### src/rtl/spq_pkg.sv
//------------------------------------------------------------------------------
// Sorted priority queue package
// Sizes, operation and status codes, and the control word of the cell row.
//------------------------------------------------------------------------------
package spq_pkg;

	localparam int DEPTH      = 16;
	localparam int DATA_WIDTH = 32;
	localparam int CAP_W      = 5;
	localparam int CNT_W      = $clog2(DEPTH + 1);
	localparam int CMP_W      = (CAP_W > CNT_W) ? CAP_W : CNT_W;

	localparam logic [CAP_W-1:0] CAP_RESET = CAP_W'(16);

	typedef enum logic {
		OP_INSERT = 1'b0,
		OP_REMOVE = 1'b1
	} op_t;

	typedef enum logic [1:0] {
		STATUS_OK        = 2'd0,
		STATUS_OVERFLOW  = 2'd1,
		STATUS_UNDERFLOW = 2'd2
	} status_t;

	typedef struct packed {
		logic                         insert;
		logic                         remove;
		logic signed [DATA_WIDTH-1:0] key;
	} cell_ctl_t;

endpackage

### src/rtl/spq_if.sv
//------------------------------------------------------------------------------
// Sorted priority queue channels
// Request, response and configuration channels with valid and ready.
//------------------------------------------------------------------------------
interface spq_req_if;
	logic                                 valid;
	logic                                 ready;
	logic                                 op;
	logic signed [spq_pkg::DATA_WIDTH-1:0] value_in;

	modport source (output valid, output op, output value_in, input ready);
	modport sink   (input valid, input op, input value_in, output ready);
endinterface

interface spq_rsp_if;
	logic                                 valid;
	logic                                 ready;
	logic signed [spq_pkg::DATA_WIDTH-1:0] value_out;
	logic [1:0]                           status;

	modport source (output valid, output value_out, output status, input ready);
	modport sink   (input valid, input value_out, input status, output ready);
endinterface

interface spq_cfg_if;
	logic                        valid;
	logic                        ready;
	logic [spq_pkg::CAP_W-1:0]   capacity_in_use;

	modport source (output valid, output capacity_in_use, input ready);
	modport sink   (input valid, input capacity_in_use, output ready);
endinterface

### src/rtl/spq_cell.sv
//------------------------------------------------------------------------------
// Sorted priority queue cell
// Holds one entry of the sorted row and shifts it toward its neighbors.
//------------------------------------------------------------------------------
module spq_cell (
	input  logic                                  clk,
	input  spq_pkg::cell_ctl_t                    ctl,
	input  logic                                  occupied,
	input  logic                                  tail,
	input  logic                                  left_gt,
	input  logic signed [spq_pkg::DATA_WIDTH-1:0] left_data,
	input  logic signed [spq_pkg::DATA_WIDTH-1:0] right_data,
	output logic signed [spq_pkg::DATA_WIDTH-1:0] data,
	output logic                                  gt
);

	logic signed [spq_pkg::DATA_WIDTH-1:0] data_q;

	assign data = data_q;
	assign gt   = occupied && (data_q > ctl.key);

	always_ff @(posedge clk) begin
		if (ctl.insert) begin
			if (left_gt) begin
				data_q <= left_data;
			end else if (gt || tail) begin
				data_q <= ctl.key;
			end
		end else if (ctl.remove) begin
			data_q <= right_data;
		end
	end

endmodule

### src/rtl/sorted_priority_queue.sv
//------------------------------------------------------------------------------
// Sorted priority queue
// Minimum-first queue kept as a row of cells in ascending order.
//------------------------------------------------------------------------------
// A word on req carries an operation: insert value_in, or remove the smallest
// entry. Each accepted word gives one word on rsp with the removed value and a
// status: ok, overflow when an insert finds the queue at its limit, underflow
// when a remove finds it empty. Equal values leave in arrival order.
// Every cell compares its entry with the inserted value in the same cycle and
// shifts by one place, and the response is registered: it appears in the
// cycle after acceptance, and one word per cycle is sustained while rsp is
// taken. When rsp stalls, the response register holds and req is not ready
// until it drains.
// The cfg channel sets the limit on stored entries; limits above the depth
// act as the depth, and zero makes every insert overflow. It is always ready.
// Reset empties the queue, clears the response valid flag and sets the limit
// to the depth. Entries need no clearing.
//------------------------------------------------------------------------------
module sorted_priority_queue (
	input  logic      clk,
	input  logic      arst_n,
	spq_req_if.sink   req,
	spq_rsp_if.source rsp,
	spq_cfg_if.sink   cfg
);

	localparam int DEPTH = spq_pkg::DEPTH;
	localparam int DW    = spq_pkg::DATA_WIDTH;
	localparam int CNT_W = spq_pkg::CNT_W;
	localparam int CMP_W = spq_pkg::CMP_W;

	logic [spq_pkg::CAP_W-1:0] cap_q;
	logic [CNT_W-1:0]          count_q;
	logic                      rsp_valid_q;
	logic signed [DW-1:0]      value_out_q;
	spq_pkg::status_t          status_q;

	logic                      req_fire;
	logic                      full;
	logic                      empty;
	logic                      ins_ok;
	logic                      rem_ok;
	spq_pkg::cell_ctl_t        ctl;
	logic signed [DW-1:0]      cell_data [DEPTH];
	logic                      cell_gt   [DEPTH];

	assign req_fire = req.valid && req.ready;
	assign req.ready = !rsp_valid_q || rsp.ready;
	assign cfg.ready = 1'b1;

	assign full  = (CMP_W'(count_q) >= CMP_W'(cap_q)) || (count_q == CNT_W'(DEPTH));
	assign empty = (count_q == '0);

	assign ins_ok = req_fire && (req.op == spq_pkg::OP_INSERT) && !full;
	assign rem_ok = req_fire && (req.op == spq_pkg::OP_REMOVE) && !empty;

	assign ctl.insert = ins_ok;
	assign ctl.remove = rem_ok;
	assign ctl.key    = req.value_in;

	genvar i;
	generate
		for (i = 0; i < DEPTH; i++) begin : g_cell
			logic                 left_gt;
			logic signed [DW-1:0] left_data;
			logic signed [DW-1:0] right_data;

			if (i == 0) begin : g_first
				assign left_gt   = 1'b0;
				assign left_data = '0;
			end else begin : g_mid
				assign left_gt   = cell_gt[i-1];
				assign left_data = cell_data[i-1];
			end

			if (i == DEPTH - 1) begin : g_last
				assign right_data = '0;
			end else begin : g_body
				assign right_data = cell_data[i+1];
			end

			spq_cell u_cell (
				.clk        (clk),
				.ctl        (ctl),
				.occupied   (count_q > CNT_W'(i)),
				.tail       (count_q == CNT_W'(i)),
				.left_gt    (left_gt),
				.left_data  (left_data),
				.right_data (right_data),
				.data       (cell_data[i]),
				.gt         (cell_gt[i])
			);
		end
	endgenerate

	always_ff @(posedge clk or negedge arst_n) begin
		if (!arst_n) begin
			cap_q       <= spq_pkg::CAP_RESET;
			count_q     <= '0;
			rsp_valid_q <= 1'b0;
		end else begin
			if (cfg.valid) begin
				cap_q <= cfg.capacity_in_use;
			end
			if (ins_ok) begin
				count_q <= count_q + CNT_W'(1);
			end else if (rem_ok) begin
				count_q <= count_q - CNT_W'(1);
			end
			if (req_fire) begin
				rsp_valid_q <= 1'b1;
			end else if (rsp.ready) begin
				rsp_valid_q <= 1'b0;
			end
		end
	end

	always_ff @(posedge clk) begin
		if (req_fire) begin
			value_out_q <= rem_ok ? cell_data[0] : '0;
			if (req.op == spq_pkg::OP_INSERT) begin
				status_q <= full ? spq_pkg::STATUS_OVERFLOW : spq_pkg::STATUS_OK;
			end else begin
				status_q <= empty ? spq_pkg::STATUS_UNDERFLOW : spq_pkg::STATUS_OK;
			end
		end
	end

	assign rsp.valid     = rsp_valid_q;
	assign rsp.value_out = value_out_q;
	assign rsp.status    = status_q;

	a_count_bound: assert property (@(posedge clk) disable iff (!arst_n)
		count_q <= CNT_W'(DEPTH))
		else $error("entry count exceeds depth");

	a_underflow: assert property (@(posedge clk) disable iff (!arst_n)
		req_fire && (req.op == spq_pkg::OP_REMOVE) && empty
		|=> rsp_valid_q && (status_q == spq_pkg::STATUS_UNDERFLOW) && (count_q == '0))
		else $error("remove from empty queue not reported");

	a_overflow_hold: assert property (@(posedge clk) disable iff (!arst_n)
		req_fire && (req.op == spq_pkg::OP_INSERT) && full
		|=> $stable(count_q) && (status_q == spq_pkg::STATUS_OVERFLOW))
		else $error("overflowing insert changed the queue");

	a_head_sorted: assert property (@(posedge clk) disable iff (!arst_n)
		(count_q > CNT_W'(1)) |-> (cell_data[0] <= cell_data[1]))
		else $error("front entries out of order");

endmodule

### src/flat_wrapper.sv
// flat-port wrapper written by rule: the top's interface ports become plain ports
module sorted_priority_queue_flat 
  (clk, arst_n, req_valid, req_op, req_value_in, req_ready, rsp_valid, rsp_value_out, rsp_status, rsp_ready, cfg_valid, cfg_capacity_in_use, cfg_ready);
  spq_req_if req_i ();
  spq_rsp_if rsp_i ();
  spq_cfg_if cfg_i ();
  input  logic clk;
  input  logic arst_n;
  input wire logic [$bits(req_i.valid)-1:0] req_valid;
  input wire logic [$bits(req_i.op)-1:0] req_op;
  input wire logic [$bits(req_i.value_in)-1:0] req_value_in;
  output wire logic [$bits(req_i.ready)-1:0] req_ready;
  output wire logic [$bits(rsp_i.valid)-1:0] rsp_valid;
  output wire logic [$bits(rsp_i.value_out)-1:0] rsp_value_out;
  output wire logic [$bits(rsp_i.status)-1:0] rsp_status;
  input wire logic [$bits(rsp_i.ready)-1:0] rsp_ready;
  input wire logic [$bits(cfg_i.valid)-1:0] cfg_valid;
  input wire logic [$bits(cfg_i.capacity_in_use)-1:0] cfg_capacity_in_use;
  output wire logic [$bits(cfg_i.ready)-1:0] cfg_ready;
  assign req_i.valid = req_valid;
  assign req_i.op = req_op;
  assign req_i.value_in = req_value_in;
  assign req_ready = req_i.ready;
  assign rsp_valid = rsp_i.valid;
  assign rsp_value_out = rsp_i.value_out;
  assign rsp_status = rsp_i.status;
  assign rsp_i.ready = rsp_ready;
  assign cfg_i.valid = cfg_valid;
  assign cfg_i.capacity_in_use = cfg_capacity_in_use;
  assign cfg_ready = cfg_i.ready;
  sorted_priority_queue u_core (.clk(clk), .arst_n(arst_n), .req(req_i), .rsp(rsp_i), .cfg(cfg_i));
endmodule
### config.mk
export PLATFORM = sky130hd
export DESIGN_NAME = sorted_priority_queue_flat
export DESIGN_NICKNAME = d
export VERILOG_FILES = /design/src/rtl/spq_pkg.sv /design/src/rtl/spq_if.sv /design/src/rtl/spq_cell.sv /design/src/rtl/sorted_priority_queue.sv /design/src/flat_wrapper.sv
export SDC_FILE = /design/constraint.sdc
export NUM_CORES = 2
export LEC_CHECK = 0
export BUFFER_PORTS_ARGS = -buffer_cell sky130_fd_sc_hd__buf_2
export CORE_MARGIN = 5
export CORE_UTILIZATION = 30
export DETAILED_ROUTE_END_ITERATION = 8
export SYNTH_ARGS = -nofsm -noshare
export SYNTH_HDL_FRONTEND = slang
export SYNTH_SLANG_ARGS = --single-unit
### constraint.sdc
create_clock -name clk -period 5.2 [get_ports clk]
set_input_delay 1.04 -clock clk [delete_from_list [all_inputs] [get_ports clk]]
set_output_delay 1.04 -clock clk [all_outputs]
set_load 0.02 [all_outputs]
Word level (Yosys, flattened, before mapping)
Cells that the tools add are included.
Storage, ports and cells
  register bits after elaboration: 557
  bits of input ports: 43
  output and inout port bits: 37
  word-level logic and storage cells: 220
Cells by class
  add/subtract/negate cells: 2
  order comparisons: 33
  eq/ne operators: 32
  mux-type cells: 70
  bitwise logic cells: 1
  reduce and logical (&&, ||, !) cells: 61
Operators with widths (number)
  $mux W32: 63
  $gt A32 B32 Y1: 16
  $ne A3 B3 Y1 const B: 15
  $eq A5 B4 Y1 const B: 8
  $gt A5 B4 Y1 const B: 8
  $reduce_and A2 Y1: 16
  $logic_and A1 B1 Y1: 21
  $eq A5 B3 Y1 const B: 4
  $gt A5 B3 Y1 const B: 4
  $logic_or A1 B1 Y1: 18
  $eq A5 B2 Y1 const B: 2
  $gt A5 B1 Y1 const B: 2
  $gt A5 B2 Y1 const B: 2
  $mux W5: 2
  $add A5 B1 Y5 const B: 1
  $eq A5 B1 Y1 const B: 1
  $eq A5 B5 Y1 const B: 1
  $ge A5 B5 Y1: 1
  $logic_not A5 Y1: 1
  $sub A5 B1 Y5 const B: 1
  $mux W2: 2
  $reduce_bool A2 Y1: 2
  $logic_not A1 Y1: 3
  $mux W1: 3
  2 further kinds: 2

Longest topological paths before layout
  depth after elaboration: 7
  mapped depth: 14
  depth with buffers taken out: 10

Hierarchy
A second synthesis with hierarchy kept.
Unflattened totals
  cells, all modules: 4376
  area total of the unflattened synthesis: 41503.6 um^2
By module, submodules not included
  spq_cell: instances 16, cells each 261, area an instance 2449.8 um^2, sequential area each 960.9 um^2
  sorted_priority_queue: instances 1, cells each 200, area an instance 2306.0 um^2, sequential area each 1297.5 um^2

Least setup slack after synthesis
Ideal clock, no wire load.
  path kind: input-to-reg
  start: input port req_value_in[5]
  end: register u_core.g_cell[4].u_cell.data_q (netlist bit u_core.g_cell[4].u_cell.data[0]) (enable)
  setup time: 425 ps
  data arrival time: 4880 ps
  required time: 4775 ps
  setup slack: -105 ps
  cell stages on the path: 12
  path buffers: 2
  path through: inv_1 ha_1 a21oi_1 o21ai_1 a221o_1 or3_1 a21oi_1 mux2_2 buf_6 buf_6 o311a_1 o21ai_1
Between the ends
  longest elaborated chain between the ends: 5
  elaborated cells on any way between the ends: 7
  those cells by class: order compare (2); eq/ne (1); reduce/logical (4)
Ends and longest elaborated chain
  start, declared: line flat_wrapper.sv:11  | input wire logic [$bits(req_i.value_in)-1:0] req_value_in;
  $gt A32 B32 Y1: line spq_cell.sv:20  | assign gt = occupied && (data_q > ctl.key);
  $logic_and A1 B1 Y1: line spq_cell.sv:20
  $logic_or A1 B1 Y1: line spq_cell.sv:26  | end else if (gt || tail) begin
  $ne A3 B3 Y1 (no source line) (*)
  $reduce_and A2 Y1 (no source line) (*)
  end signal, assigned: line spq_cell.sv:25  | data_q <= left_data;
  end signal, assigned: line spq_cell.sv:27  | data_q <= ctl.key;
  end signal, assigned: line spq_cell.sv:30  | data_q <= right_data;
  end, declared: line spq_cell.sv:17  | logic signed [spq_pkg::DATA_WIDTH-1:0] data_q;
Mark *: on every way between the ends. The rest lies on a longest branch, timed or not.
A chain may end at the register's enable or synchronous reset.

Final worst setup path
  start: input port req_value_in[25]
  end: register u_core.g_cell[10].u_cell.data_q (netlist bit u_core.g_cell[10].u_cell.data[21]) (enable)
Between the ends
  longest elaborated chain between the ends: 5
  elaborated cells on any way between the ends: 7
  those cells by class: order compare (2); eq/ne (1); reduce/logical (4)
Ends and longest elaborated chain (line)
  $gt A32 B32 Y1: spq_cell.sv:20
  $logic_and A1 B1 Y1: spq_cell.sv:20
  $logic_or A1 B1 Y1: spq_cell.sv:26
  $ne A3 B3 Y1 (no source line) (*)
  $reduce_and A2 Y1 (no source line) (*)
  end signal, assigned: spq_cell.sv:25
  end signal, assigned: spq_cell.sv:27
  end signal, assigned: spq_cell.sv:30
  end, declared: spq_cell.sv:17
Marks and branches as above.

==> impl_metrics.yaml <==
outcome:
  status: "finished clean"
cts:
  htreeDepth: 2
  cts_resized: 0
  clkLatencyLatePin_ns: 0.65
  cts.sinks: 557
  clkTransAtPathRegs_ns: 0.06
  clk_path_buf_depth: 3
  cts_setup_buffers: 0
  clock-root-buffer: "clkbuf_16"
  cts_tree: "built"
  cts_made_buffers: 59
  cts_hold_buf: 0
die:
  core_area_sq_mm: 0.129
  rows: 132
  initial_utilization_pct: 30.1
  pin_count: 80
  die_x_um: 370
  die_area_sq_mm: 0.137
  die_y_um: 370
synthesis:
  synth.area.top_cells: "edfxtp_1, ha_1, nand2_1"
  synth_edf_count: 546
  ys_types: 76
  synthTopCellsByCount: "nand2_1, edfxtp_1, ha_1, nand3_1, o211ai_1"
  yosysTopAreaCell: "edfxtp_1"
  synthArstFlopShare_pct: 1.97
  ys_seq_area_share_pct: 43.0
  netlist_area_sq_mm: 0.0388
  synth_cells: 3899
  synth_nets: 4464
  yosysWarningCount: 0
  synthFlopType: "edfxtp_1"
  ys_ff_latch: 557
  synth_most_common_cell: "nand2_1"
  syn-mean-instance-area_sq_um: 9.96
  netlist.area_leader.share_pct: 42.2
detailed_routing:
  vias: 31900
  drt-pass1-iter-count: 6
  routed_wirelength_mm: 127
  initialDrtViolationCount: 2911
  wire_per_inst_um: 22.1
  vias_per_cell: 5.55
  ant_nets: 0
  drc: 0
worst_setup_path:
  critPathBufInv: 3
  cp-start-kind: "primary input"
  cpPeakStageDelay_ns: 0.89
  cp_max_fo: 32
  path_delay_family: "compound AO/OA/AOI/OAI gates"
  cp.required_ns: 5.45
  path_cells: "buf_2, inv_1, buf_4, ha_1, a21o_1, nand3_1, a21oi_1, a2111oi_1, a21oi_1, and3b_2, nor3_1, o21ai_4"
  crit_arrival_ns: 4.83
  crit_path_frequent_cell: "a21oi_1"
  criticalPathCategory: "primary input to flop"
  end_kind: "flop"
  cpMaxStageDelayCell: "a2111oi_1"
timing:
  drv_slew: 0
  period_needed_ns: 4.58
  finClkSkew_ns: 0.0197
  fmax_mhz: 218
  setup_viol_count_final: 0
  final.period_utilization_pct: 88.1
  rsz0062_at_grt: "false"
  setup_tns_ns: 0
  hold_viol: 0
  worstMarginPinSlew_ns: 1.27
  slew-limit-headroom_pct: 15.1
finish:
  syn_to_final_growth_pct: 13.5
  finalNetCount: 4510
  finalInstanceArea_sq_mm: 0.0440
  multi_input_area_sq_mm: 0.0210
  nFillCells: 13000
  seq_area_sq_mm: 0.0167
  drive_above_1_share_pct: 10.3
global_route:
  grt_pass1_wl_mm: 190
  antenna_found_initial: 8
  overflow: 0
  grt_pass1_vias: 30800
  grt_use_total_pct: 17.7
  grt_max_degree: 206
placement:
  gp_congestion: 0.936
  hpwl_mm: 96.1
  io_buffers: 78
  dpl_cell_area_sq_mm: 0.0420
run:
  cap_violations: 0
worst_hold_path:
  hold_path.class: "primary input to async pin"
pwr:
  p_leak_uw: 0.0174
  powerDensity_mw_per_mm2: 455
  ir_drop_mv: 0.350
-- layout make-up --
cell class / instances / area share [%]
well taps: 1742 / 4.95
multi-input cells: 3015 / 47.7
repair buffers: 238 / 4.30
diodes: 7 / 0.0398
clock buffers: 72 / 3.61
flip-flops and latches: 557 / 37.9
clock inverters: 37 / 0.926
inverters: 74 / 0.631
-- cell families (layout without fill, tap and decap cells) --
family	count (synthesis)	count (layout)	synth area share, %
and+or+nand+nor	1411	1411	17.0
AOI/OAI and AO/OA	946	946	16.0
DFF	557	557	43.0
adders and majority gates	522	522	16.8
buffers and inverters	327	421	3.72
muxes	131	131	3.39
xor gates and xnor gates	4	4	0.0903
other	1	8	0.00966
-- routing by layer --
layer  global-route usage, %  vias up  wire length, um
met5                       0        -                0
met4                    9.22        0             7390
met3                    1.42      260             6620
met2                    29.3     1129            59300
met1                    23.2    15500            53400
li1                        -    15000                -
-- metrics by stage --
stage	cells	hold slack (ns)	setup slack, ns	util (%)	total power, uW
final	5742	0.265	0.621	34.1	20100
after global routing	5742	0.260	0.543	34.1	21200
after CTS	5735	0.219	0.636	34.1	20100
after detailed placement	5626	0.503	-0.0346	32.6	15500
after global placement	5626	0.505	-0.0228	32.6	15300
after floorplan	3899	0.478	0.0325	-	12800
-- sequential cells by signal (all words and copies together) (netlist names) --
register,flops
u_core.cap_q,5
u_core.count_q,5
u_core.g_cell.u_cell.data,512
u_core.rsp.status,2
u_core.rsp.valid,1
u_core.rsp.value_out,32
-- cells in the final DEF, fill, tap and decap left out, types with 10 or more instances in the layout --
cell type    n
o21ai_1    135
buf_2       78
edfxtp_1   546
clkinv_2    13
a21o_1      40
clkinv_1    11
nand2b_1    15
nand3_1    357
buf_12      24
a31oi_1     15
nor3_1      54
and2_1      31
clkbuf_16   61
buf_4      136
nor2b_1     18
nor2_1      81
inv_1       74
mux2i_1    125
o211ai_2    31
o221ai_1    11
ha_1       522
nor4_1      19
o211ai_1   298
nand4_1     93
nand3_2     18
a211oi_1    16
a221o_1     11
nand2_1    668
dfrtp_1     10
o21ai_4     12
a21oi_1    234
and4_1      19
o21ai_0     65
-- where the power goes --
group	switching, uW	leakage [uW]	internal (uW)
Sequential	975	0.00525	6520
Combinational	5220	0.0111	2810
Clock	1930	0.000977	2600
-- path summary, 6_finish.rpt --
kind                                                       start                                 to  slack, ns  cells past startpoint
worst max-delay path                            req_value_in[25]  u_core.g_cell[10].u_cell.data[21]       0.62                     12
max in group asynchronous                                 arst_n                    u_core.cap_q[4]       4.66                      1
worst min register to register                   u_core.cap_q[0]                    u_core.cap_q[0]       0.52                      1
worst min-delay path                                      arst_n                  u_core.count_q[4]       0.27                      1
min in group clk                                 u_core.cap_q[0]                    u_core.cap_q[0]       0.52                      1
worst max register to register  u_core.g_cell[9].u_cell.data[19]  u_core.g_cell[10].u_cell.data[21]       1.10                      9
No activity file was read; power rests on OpenSTA's default activity.
